File: src/rtl/tkk_pkg.sv
package tkk_pkg;

	localparam int WinBytes  = 5;
	localparam int EscSeqNum = 31;
	localparam int SeqMax    = 4;

	localparam logic [2:0] CntMax = 3'd5;

	localparam logic [7:0] ChEsc   = 8'h1B;
	localparam logic [7:0] ChCr    = 8'h0D;
	localparam logic [7:0] ChLf    = 8'h0A;
	localparam logic [7:0] ChBs    = 8'h08;
	localparam logic [7:0] ChDel   = 8'h7F;
	localparam logic [7:0] ChTab   = 8'h09;
	localparam logic [7:0] ChNul   = 8'h00;
	localparam logic [7:0] ChCsi   = 8'h5B;
	localparam logic [7:0] ChSs3   = 8'h4F;
	localparam logic [7:0] Pad     = 8'h00;

	localparam logic [24:0] KsNone      = 25'h0;
	localparam logic [24:0] KsEscape    = 25'h00FF1B;
	localparam logic [24:0] KsReturn    = 25'h00FF0D;
	localparam logic [24:0] KsBackspace = 25'h00FF08;
	localparam logic [24:0] KsTab       = 25'h00FF09;
	localparam logic [24:0] KsNul       = 25'h00FF00;
	localparam logic [24:0] UniBase     = 25'h1000000;

	typedef logic [WinBytes-1:0][7:0] win_t;

	typedef struct packed {
		logic [24:0] key_code;
		logic [2:0]  used_count;
	} key_res_t;

	typedef struct packed {
		logic        hit;
		logic [15:0] sym;
		logic [2:0]  used;
	} esc_res_t;

	typedef struct packed {
		logic [2:0]               len;
		logic [0:SeqMax-1][7:0]   seq;
		logic [15:0]              sym;
	} esc_ent_t;

	localparam esc_ent_t EscTable [EscSeqNum] = '{
		'{3'd2, {"[", "A", Pad, Pad}, 16'hFF52},
		'{3'd2, {"[", "B", Pad, Pad}, 16'hFF54},
		'{3'd2, {"[", "C", Pad, Pad}, 16'hFF53},
		'{3'd2, {"[", "D", Pad, Pad}, 16'hFF51},
		'{3'd2, {"[", "H", Pad, Pad}, 16'hFF50},
		'{3'd2, {"[", "F", Pad, Pad}, 16'hFF57},
		'{3'd3, {"[", "1", "~", Pad}, 16'hFF50},
		'{3'd3, {"[", "4", "~", Pad}, 16'hFF57},
		'{3'd3, {"[", "2", "~", Pad}, 16'hFF63},
		'{3'd3, {"[", "3", "~", Pad}, 16'hFFFF},
		'{3'd3, {"[", "5", "~", Pad}, 16'hFF55},
		'{3'd3, {"[", "6", "~", Pad}, 16'hFF56},
		'{3'd3, {"[", "7", "~", Pad}, 16'hFF50},
		'{3'd3, {"[", "8", "~", Pad}, 16'hFF57},
		'{3'd4, {"[", "1", "1", "~"}, 16'hFFBE},
		'{3'd4, {"[", "1", "2", "~"}, 16'hFFBF},
		'{3'd4, {"[", "1", "3", "~"}, 16'hFFC0},
		'{3'd4, {"[", "1", "4", "~"}, 16'hFFC1},
		'{3'd4, {"[", "1", "5", "~"}, 16'hFFC2},
		'{3'd4, {"[", "1", "7", "~"}, 16'hFFC3},
		'{3'd4, {"[", "1", "8", "~"}, 16'hFFC4},
		'{3'd4, {"[", "1", "9", "~"}, 16'hFFC5},
		'{3'd4, {"[", "2", "0", "~"}, 16'hFFC6},
		'{3'd4, {"[", "2", "1", "~"}, 16'hFFC7},
		'{3'd4, {"[", "2", "3", "~"}, 16'hFFC8},
		'{3'd4, {"[", "2", "4", "~"}, 16'hFFC9},
		'{3'd2, {"O", "P", Pad, Pad}, 16'hFFBE},
		'{3'd2, {"O", "Q", Pad, Pad}, 16'hFFBF},
		'{3'd2, {"O", "R", Pad, Pad}, 16'hFFC0},
		'{3'd2, {"O", "S", Pad, Pad}, 16'hFFC1},
		'{3'd2, {"[", "Z", Pad, Pad}, 16'hFF09}
	};

endpackage

File: src/rtl/tkk_in_if.sv
interface tkk_in_if;
	logic       valid;
	logic       ready;
	logic [7:0] byte_0;
	logic [7:0] byte_1;
	logic [7:0] byte_2;
	logic [7:0] byte_3;
	logic [7:0] byte_4;
	logic [2:0] avail_count;

	modport source (output valid, byte_0, byte_1, byte_2, byte_3, byte_4, avail_count,
		input ready);
	modport sink (input valid, byte_0, byte_1, byte_2, byte_3, byte_4, avail_count,
		output ready);
endinterface

File: src/rtl/tkk_out_if.sv
interface tkk_out_if;
	logic        valid;
	logic        ready;
	logic [24:0] key_code;
	logic [2:0]  used_count;

	modport source (output valid, key_code, used_count, input ready);
	modport sink (input valid, key_code, used_count, output ready);
endinterface

File: src/rtl/tkk_esc_match.sv
module tkk_esc_match (
	input  tkk_pkg::win_t     win,
	input  logic [2:0]        cnt,
	output tkk_pkg::esc_res_t res
);
	import tkk_pkg::*;

	logic [EscSeqNum-1:0] ent_hit;

	always_comb begin
		for (int i = 0; i < EscSeqNum; i++) begin
			ent_hit[i] = (cnt >= 3'(EscTable[i].len + 3'd1));
			for (int k = 0; k < SeqMax; k++) begin
				if (3'(k) < EscTable[i].len && win[k+1] != EscTable[i].seq[k])
					ent_hit[i] = 1'b0;
			end
		end
	end

	// lowest entry wins: walk from the top down
	always_comb begin
		res = '0;
		for (int i = EscSeqNum - 1; i >= 0; i--) begin
			if (ent_hit[i]) begin
				res.hit  = 1'b1;
				res.sym  = EscTable[i].sym;
				res.used = 3'(EscTable[i].len + 3'd1);
			end
		end
	end
endmodule

File: src/rtl/tkk_utf8_dec.sv
module tkk_utf8_dec (
	input  tkk_pkg::win_t     win,
	input  logic [2:0]        cnt,
	output tkk_pkg::key_res_t res
);
	import tkk_pkg::*;

	logic [7:0]  lead;
	logic [2:0]  seq_len;
	logic        cont_ok;
	logic [20:0] cp;

	assign lead = win[0];

	always_comb begin
		seq_len = 3'd0;
		cp      = '0;
		if (lead[7:5] == 3'b110) begin
			seq_len = 3'd2;
			cp      = {10'd0, lead[4:0], win[1][5:0]};
		end else if (lead[7:4] == 4'b1110) begin
			seq_len = 3'd3;
			cp      = {5'd0, lead[3:0], win[1][5:0], win[2][5:0]};
		end else if (lead[7:3] == 5'b11110) begin
			seq_len = 3'd4;
			cp      = {lead[2:0], win[1][5:0], win[2][5:0], win[3][5:0]};
		end
	end

	always_comb begin
		cont_ok = 1'b1;
		for (int k = 1; k < SeqMax; k++) begin
			if (3'(k) < seq_len && win[k][7:6] != 2'b10)
				cont_ok = 1'b0;
		end
	end

	always_comb begin
		res.key_code   = KsNone;
		res.used_count = 3'd1;
		if (seq_len != 3'd0 && cnt >= seq_len && cont_ok) begin
			res.used_count = seq_len;
			if (cp[20:8] == '0)
				res.key_code = {4'd0, cp};
			else
				res.key_code = UniBase + {4'd0, cp};
		end
	end
endmodule

File: src/rtl/terminal_key_to_keysym.sv
// Terminal key decoder.
// key_in carries a window of the next five terminal bytes (byte_0 first) and
// avail_count, the number of those bytes that are valid (6 and 7 read as 5).
// key_out returns one keysym per window in key_code (0 for no key, an
// incomplete or unknown escape sequence, or broken UTF-8) and in used_count
// the number of bytes that key took from the front of the window.
// Both channels use valid/ready; an item moves on an edge where both are high.
// An accepted item goes into the input register, is decoded from there and
// moves on into the result register, which drives key_out and key_out.valid.
// One item is taken every cycle while key_out.ready stays
// high. When the receiver stalls, the result register holds its item and the
// input register can still take one more item before key_in.ready drops.
// Reset clears both valid flags; key_in.ready is high right after reset.
module terminal_key_to_keysym (
	input logic       clk,
	input logic       arst_n,
	tkk_in_if.sink    key_in,
	tkk_out_if.source key_out
);
	import tkk_pkg::*;

	logic     v_s1;
	win_t     win_s1;
	logic [2:0] cnt_s1;
	logic     v_s2;
	key_res_t res_s2;

	logic     load_s2;
	logic     load_s1;
	logic [2:0] cnt;
	esc_res_t esc_res;
	key_res_t utf_res;
	key_res_t res;

	assign load_s2      = !v_s2 || key_out.ready;
	assign key_in.ready = !v_s1 || load_s2;
	assign load_s1      = key_in.valid && key_in.ready;

	always_ff @(posedge clk or negedge arst_n) begin
		if (!arst_n) begin
			v_s1 <= 1'b0;
			v_s2 <= 1'b0;
		end else begin
			if (key_in.ready)
				v_s1 <= key_in.valid;
			if (load_s2)
				v_s2 <= v_s1;
		end
	end

	always_ff @(posedge clk) begin
		if (load_s1) begin
			win_s1 <= {key_in.byte_4, key_in.byte_3, key_in.byte_2, key_in.byte_1,
				key_in.byte_0};
			cnt_s1 <= (key_in.avail_count > CntMax) ? CntMax : key_in.avail_count;
		end
		if (load_s2 && v_s1)
			res_s2 <= res;
	end

	assign cnt = cnt_s1;

	tkk_esc_match u_esc (
		.win (win_s1),
		.cnt (cnt),
		.res (esc_res)
	);

	tkk_utf8_dec u_utf8 (
		.win (win_s1),
		.cnt (cnt),
		.res (utf_res)
	);

	always_comb begin
		res.key_code   = KsNone;
		res.used_count = 3'd1;
		if (cnt != 3'd0) begin
			unique case (win_s1[0]) inside
				ChEsc: begin
					if (esc_res.hit) begin
						res.key_code   = {9'd0, esc_res.sym};
						res.used_count = esc_res.used;
					end else if (cnt >= 3'd2 && (win_s1[1] == ChEsc || win_s1[1] == ChCsi
						|| win_s1[1] == ChSs3)) begin
						res.key_code = KsNone;
					end else begin
						res.key_code = KsEscape;
					end
				end
				ChCr, ChLf:   res.key_code = KsReturn;
				ChBs, ChDel:  res.key_code = KsBackspace;
				ChTab:        res.key_code = KsTab;
				ChNul:        res.key_code = KsNul;
				[8'h80:8'hFF]: res = utf_res;
				default:      res.key_code = {17'd0, win_s1[0]};
			endcase
		end
	end

	assign key_out.valid      = v_s2;
	assign key_out.key_code   = res_s2.key_code;
	assign key_out.used_count = res_s2.used_count;
endmodule

File: src/flat_wrapper.sv
// flat-port wrapper written by rule: the top's interface ports become plain ports
module terminal_key_to_keysym_flat import tkk_pkg::*;
  (clk, arst_n, key_in_valid, key_in_byte_0, key_in_byte_1, key_in_byte_2, key_in_byte_3, key_in_byte_4, key_in_avail_count, key_in_ready, key_out_valid, key_out_key_code, key_out_used_count, key_out_ready);
  tkk_in_if key_in_i ();
  tkk_out_if key_out_i ();
  input logic clk;
  input logic arst_n;
  input wire logic [$bits(key_in_i.valid)-1:0] key_in_valid;
  input wire logic [$bits(key_in_i.byte_0)-1:0] key_in_byte_0;
  input wire logic [$bits(key_in_i.byte_1)-1:0] key_in_byte_1;
  input wire logic [$bits(key_in_i.byte_2)-1:0] key_in_byte_2;
  input wire logic [$bits(key_in_i.byte_3)-1:0] key_in_byte_3;
  input wire logic [$bits(key_in_i.byte_4)-1:0] key_in_byte_4;
  input wire logic [$bits(key_in_i.avail_count)-1:0] key_in_avail_count;
  output wire logic [$bits(key_in_i.ready)-1:0] key_in_ready;
  output wire logic [$bits(key_out_i.valid)-1:0] key_out_valid;
  output wire logic [$bits(key_out_i.key_code)-1:0] key_out_key_code;
  output wire logic [$bits(key_out_i.used_count)-1:0] key_out_used_count;
  input wire logic [$bits(key_out_i.ready)-1:0] key_out_ready;
  assign key_in_i.valid = key_in_valid;
  assign key_in_i.byte_0 = key_in_byte_0;
  assign key_in_i.byte_1 = key_in_byte_1;
  assign key_in_i.byte_2 = key_in_byte_2;
  assign key_in_i.byte_3 = key_in_byte_3;
  assign key_in_i.byte_4 = key_in_byte_4;
  assign key_in_i.avail_count = key_in_avail_count;
  assign key_in_ready = key_in_i.ready;
  assign key_out_valid = key_out_i.valid;
  assign key_out_key_code = key_out_i.key_code;
  assign key_out_used_count = key_out_i.used_count;
  assign key_out_i.ready = key_out_ready;
  terminal_key_to_keysym u_core (.clk(clk), .arst_n(arst_n), .key_in(key_in_i), .key_out(key_out_i));
endmodule
File: config.mk
export PLATFORM = sky130hd
export DESIGN_NAME = terminal_key_to_keysym_flat
export DESIGN_NICKNAME = d
export VERILOG_FILES = /design/src/rtl/tkk_pkg.sv /design/src/rtl/tkk_in_if.sv /design/src/rtl/tkk_out_if.sv /design/src/rtl/tkk_esc_match.sv /design/src/rtl/tkk_utf8_dec.sv /design/src/rtl/terminal_key_to_keysym.sv /design/src/flat_wrapper.sv
export SDC_FILE = /design/constraint.sdc
export NUM_CORES = 1
export LEC_CHECK = 0
export BUFFER_PORTS_ARGS = -buffer_cell sky130_fd_sc_hd__clkbuf_2
export CAP_MARGIN = 20
export CORE_MARGIN = 1.5
export CORE_UTILIZATION = 45
export DETAILED_ROUTE_END_ITERATION = 8
export GPL_ROUTABILITY_DRIVEN = 1
export PLACE_DENSITY_LB_ADDON = 0.3
export SLEW_MARGIN = 20
export SYNTH_ARGS = -nofsm -noshare
export SYNTH_HDL_FRONTEND = slang
export SYNTH_HIERARCHICAL = 1
export SYNTH_SLANG_ARGS = --single-unit
File: constraint.sdc
create_clock -name clk -period 3 [get_ports clk]
set_clock_uncertainty 0.2 [all_clocks]
set_input_delay 0.45 -clock clk [delete_from_list [all_inputs] [get_ports clk]]
set_output_delay 0.45 -clock clk [all_outputs]
set_load 0.01 [all_outputs]
---- Yosys cells after proc, flatten, opt, wreduce, memory -nomap -nowiden ----
Index checks and enable logic that the tools add are counted.
word-level totals
  register bits ........................... 73
  bits of input ports ..................... 47
  output and inout port bits .............. 30
  logic and storage cells ................. 194
operators by class
  add/sub/neg operators ................... 1
  order comparisons ....................... 11
  eq/ne operators ......................... 47
  muxes and demuxes ....................... 104
  reduce and logical (&&, ||, !) cells .... 21
operators with widths
  operator                  count
  $mux W20                  31
  $pmux W25 S6              1
  $ne A8 B6 Y1 const B      17
  $ne A8 B7 Y1 const B      15
  $mux W21                  3
  $mux W1                   60
  $eq A8 B4 Y1 const B      4
  $mux W16                  2
  $mux W28                  1
  $add A25 B21 Y25 const A  1
  $mux W25                  1
  $eq A8 B7 Y1 const B      3
  $eq A8 B5 Y1 const B      2
  $logic_not A13 Y1         1
  $mux W3                   4
  $logic_and A1 B1 Y1       9
  $ge A8 B8 Y1 const B      1
  $le A8 B8 Y1 const B      1
  $logic_not A8 Y1          1
  $ge A3 B2 Y1 const B      2
  $ge A3 B3 Y1 const B      2
  $lt A2 B3 Y1 const A      2
  $ne A2 B2 Y1 const B      3
  $pmux W3 S2               1
  other kinds (10)          16

---- Depth between registers and ports, before layout ----
  word-level depth ........................ 36
  gate-level depth with buffers ........... 15
  gate-level depth less buffers ........... 12

---- Modules after synthesis ----
The synthesis kept the hierarchy.
modules (own cells, without submodules)
  module                  times used  cells each  area an instance (um2)  seq. area each (um2)
  terminal_key_to_keysym  1           189         2902.8                  2182.1
  tkk_esc_match           1           147         930.9                   0.0
  tkk_utf8_dec            1           100         648.1                   0.0

---- Worst setup path after synthesis ----
Ideal clock, no wire load.
  path kind ............................... flip-flop to flip-flop
  start ................................... register u_core/win_s1[19] (netlist name)
  end ..................................... register u_core.res_s2, in the netlist u_core/key_out.key_code[1], data pin
  library setup time ...................... 0.259 ns
  data arrival time ....................... 2.823 ns
  slack ................................... -0.282 ns
  stages on the path, launching flop included .. 14
  path buffers ............................ 3
  path through ............................ edfxtp_1 buf_1 inv_1 a21oi_1 o32ai_1 a221oi_1 nand3_1 buf_4 nor4b_1 o2111ai_1 o21a_1 buf_2 a22oi_1 a21oi_2
RTL lines
  element                 RTL line                      RTL
  start, declared         terminal_key_to_keysym.sv:23  win_t win_s1;
  start signal, assigned  terminal_key_to_keysym.sv:53  win_s1 <= {key_in.byte_4, key_in.byte_3, key_in.byte_2, key_in.byte_1,
  end signal, assigned    terminal_key_to_keysym.sv:58  res_s2 <= res;
  end, declared           terminal_key_to_keysym.sv:26  key_res_t res_s2;

==> out/summary.txt <==
Worst path max stage delay: 0.44 ns
Detail Route Antenna Nets: 0
DRC viols: 0
GR Util All Layers: 0.228
Rel. slew slack: 0.583
CTS H-tree lvls: 3
Post-synthesis sequential element count: 73
Most common cell after layout, fill and taps aside: clkbuf_2
CP Data Arrival Time: 2.76 ns
Commonest cells after routing, fill and taps aside: clkbuf_2 (76), edfxtp_1 (71), buf_4 (51), nand2_1 (41), nor2_1 (24)
Switching share of power: 0.247
Antenna cells: 0
Mapped cell area: 4480 um2
F_max: 0.344 GHz
Mean post-synth cell area: 10.3 um2
Maximum vdd drop: 0.000386 V
CTS tree: yes
Initial antenna violation count: 0
Mapped Cells: 436
CTS Buffer Depth: 2
Yosys cell types: 74
Crit path max-delay family: compound AO/OA/AOI/OAI gates
Worst-margin pin slew: 0.620 ns
Clk sinks: 73
Seq/Total Area, Yosys: 0.487
Leakage Power: 2.14 nW
Layout cells sized above 1: 0.339
Switching Power: 623 uW
DR iter-0 viols: 348
Die area: 10,600 um2
Final hold violations: 0
NumNets Final: 593
Avg WL per Cell: 17.0 um
First-pass GRT wire length: 18,400 um
Comb power frac: 0.144
DIE WIDTH: 103 um
Share of flip-flops with an asynchronous set or reset: 0.0274
GRT overflow: 0
Setup violators final: 0
Critical path endpoint category: flop
Initial Util: 0.461
Final min period: 2.90 ns
P_int: 1.90 mW
YS warnings: 6
CP Max Fanout: 7
Num CTS Buffers: 9
Final total power: 2.53 mW
Bufs and invs on worst path: 2
Via-per-instance ratio: 5.86
P per Cell Area: 452 nW/um2
Status: finished, final reports clean
Share of total power in the clock network: 0.363
Clock root cell: clkbuf_8
Ordered list of cells on the worst path: buf_4, nand2_1, nand3_1, ha_1, a21o_1, a21oi_1, a2111o_1, buf_4, or2_2, a21oi_1, nand3_1
Dpl hpwl: 8610 um
CP required: 2.86 ns
Worst path slowest cell: edfxtp_1
Row Count: 36
Largest net degree at the start of global routing: 44
Vias: 3,992
DRT Pass-1 Iters: 5
Post-synth EDFFs: 71
Vert. Die Dim: 103 um
P&R area growth vs syn: 24.8%
Number of global-route vias before repair: 3,633
CP Class: flop to flop
Crit share post-route: 0.968
Max cap viols: 0
Drt total wl: 11,600 um
Clk_lat worst skew: 0.35 ns
Flop pwr share: 0.493
CP Launch Type: flop
I/O pin total: 77
CTS clk-pin slew, worst paths: 0.08 ns
Count of port buffers added during placement: 76
Worst hold path type: input port to flop
GPL Wtd Cong: 0.935
Core area: 9730 um2
Ys flop type: edfxtp_1
Final setup TNS: 0 ns
Slew Viols, Final: 0
## worst paths after layout
kind                                                 start                                    endpoint  slack (ns)  depth (start not counted)
worst min register to register     u_core/v_s1$_DFFE_PN0N_            u_core/key_out.valid$_DFFE_PN0P_        0.31                          1
min in group asynchronous                           arst_n            u_core/key_out.valid$_DFFE_PN0P_        0.22                          2
worst max-delay path            u_core/win_s1[5]$_DFFE_PP_  u_core/key_out.used_count[0]$_SDFFCE_PN1P_         0.1                         11
max in group asynchronous                           arst_n                     u_core/v_s1$_DFFE_PN0N_        2.28                          2
worst min-delay path                      key_in_byte_2[5]                 u_core/win_s1[21]$_DFFE_PP_        0.07                          1
worst max register to register  u_core/win_s1[5]$_DFFE_PP_  u_core/key_out.used_count[0]$_SDFFCE_PN1P_         0.1                         11
## power by group through the flow
stage | registers, mW | clock network [mW] | logic [mW]
after CTS | 1.24 | 0.941 | 0.346
after global routing | 1.25 | 0.981 | 0.398
after floorplan | 1.28 | 0 | 0.185
after detailed placement | 1.27 | 0 | 0.344
final | 1.25 | 0.918 | 0.363
after global placement | 1.26 | 0 | 0.338
## flip-flops by register name (all words and copies together), names as in the netlist
register and count:
u_core/key_out.used_count 3, u_core/win_s1 40, u_core/cnt 3, u_core/key_out.key_code 25
u_core/v_s1 1, u_core/key_out.valid 1
## logic make-up (layout without fill, tap and decap cells)
kind of cell               after synthesis  count (layout)  synth area share
and+or+nand+nor                        183             183             0.247
AOI/OAI and AO/OA                      122             122             0.187
DFF                                     73              73             0.487
buffers and inverters                   47             157            0.0553
xor gates and xnor gates                 4               4           0.00782
adders and majority gates                3               3           0.00838
muxes                                    3               3           0.00698
other                                    1               3          0.000837
## worst register-to-register path, stage by stage (launching register included)
cell and delay, ns:
edfxtp_1 0.44, buf_4 0.17, nand2_1 0.07, nand3_1 0.12, ha_1 0.29, a21o_1 0.10, a21oi_1 0.06, a2111o_1 0.40
buf_4 0.21, or2_2 0.27, a21oi_1 0.15, nand3_1 0.11
## final cells by class
| type | count | area, um2 |
|---|---|---|
| tap | 133 | 166 |
| clock inverter | 7 | 118 |
| sequential | 73 | 2180 |
| multi-input combinational | 318 | 2180 |
| clock buffer | 9 | 124 |
| timing repair buffer | 129 | 785 |
| inverter | 12 | 45.0 |
| fill | 883 | 4130 |
## layer usage
metal,vias to the layer above,part of all wire,global-route usage
li1,1883,-,-
met1,1886,0.44,0.315
met2,199,0.47,0.356
met3,24,0.066,0.0468
met4,0,0.021,0.0884
met5,-,0,0
## metrics by stage
stage / instances / setup WS, ns / hold slack (ns) / util / area [um2]
floorplan: 438 / 0.00360 / -0.0456 / - / 4520
detailed placement: 658 / 0.0543 / 0.0405 / 0.534 / 5200
CTS: 675 / 0.0153 / 0.0466 / 0.560 / 5450
global placement: 658 / 0.122 / 0.0365 / 0.534 / 5200
global route: 681 / -0.00900 / 0.0419 / 0.575 / 5600
finish: 681 / 0.0972 / 0.0652 / 0.575 / 5600
## timing repair
item / in CTS / in global routing
resized for setup: 0 / 17
hold buffers: 1 / 0
hold endpoints to repair: 2 / 0
endpoints found under the setup margin: 0 / 14
buffers inserted: 0 / 6
## Yosys cell counts, drive strengths merged (3+ instances only)
cell type | instances | area share
edfxtp | 71 | 0.48
nand2 | 42 | 0.036
o21ai | 28 | 0.031
a21oi | 26 | 0.032
nor2 | 26 | 0.026
buf | 21 | 0.033
a22oi | 20 | 0.033
nand2b | 20 | 0.030
nor3 | 16 | 0.027
clkbuf | 14 | 0.012
a31oi | 12 | 0.017
and3 | 12 | 0.017
nor2b | 12 | 0.017
inv | 11 | 0.0092
nor4 | 11 | 0.017
nand3 | 10 | 0.014
a221oi | 5 | 0.0098
and2 | 5 | 0.0070
or4 | 5 | 0.011
nand3b | 4 | 0.0067
nand4 | 4 | 0.0056
nand4b | 4 | 0.0078
o2111ai | 4 | 0.0078
a211o | 3 | 0.0059
ha | 3 | 0.0084
nor4b | 3 | 0.0059
o21a | 3 | 0.0050
xnor2 | 3 | 0.0059
Note: power is estimated with default switching activity, not from simulation.
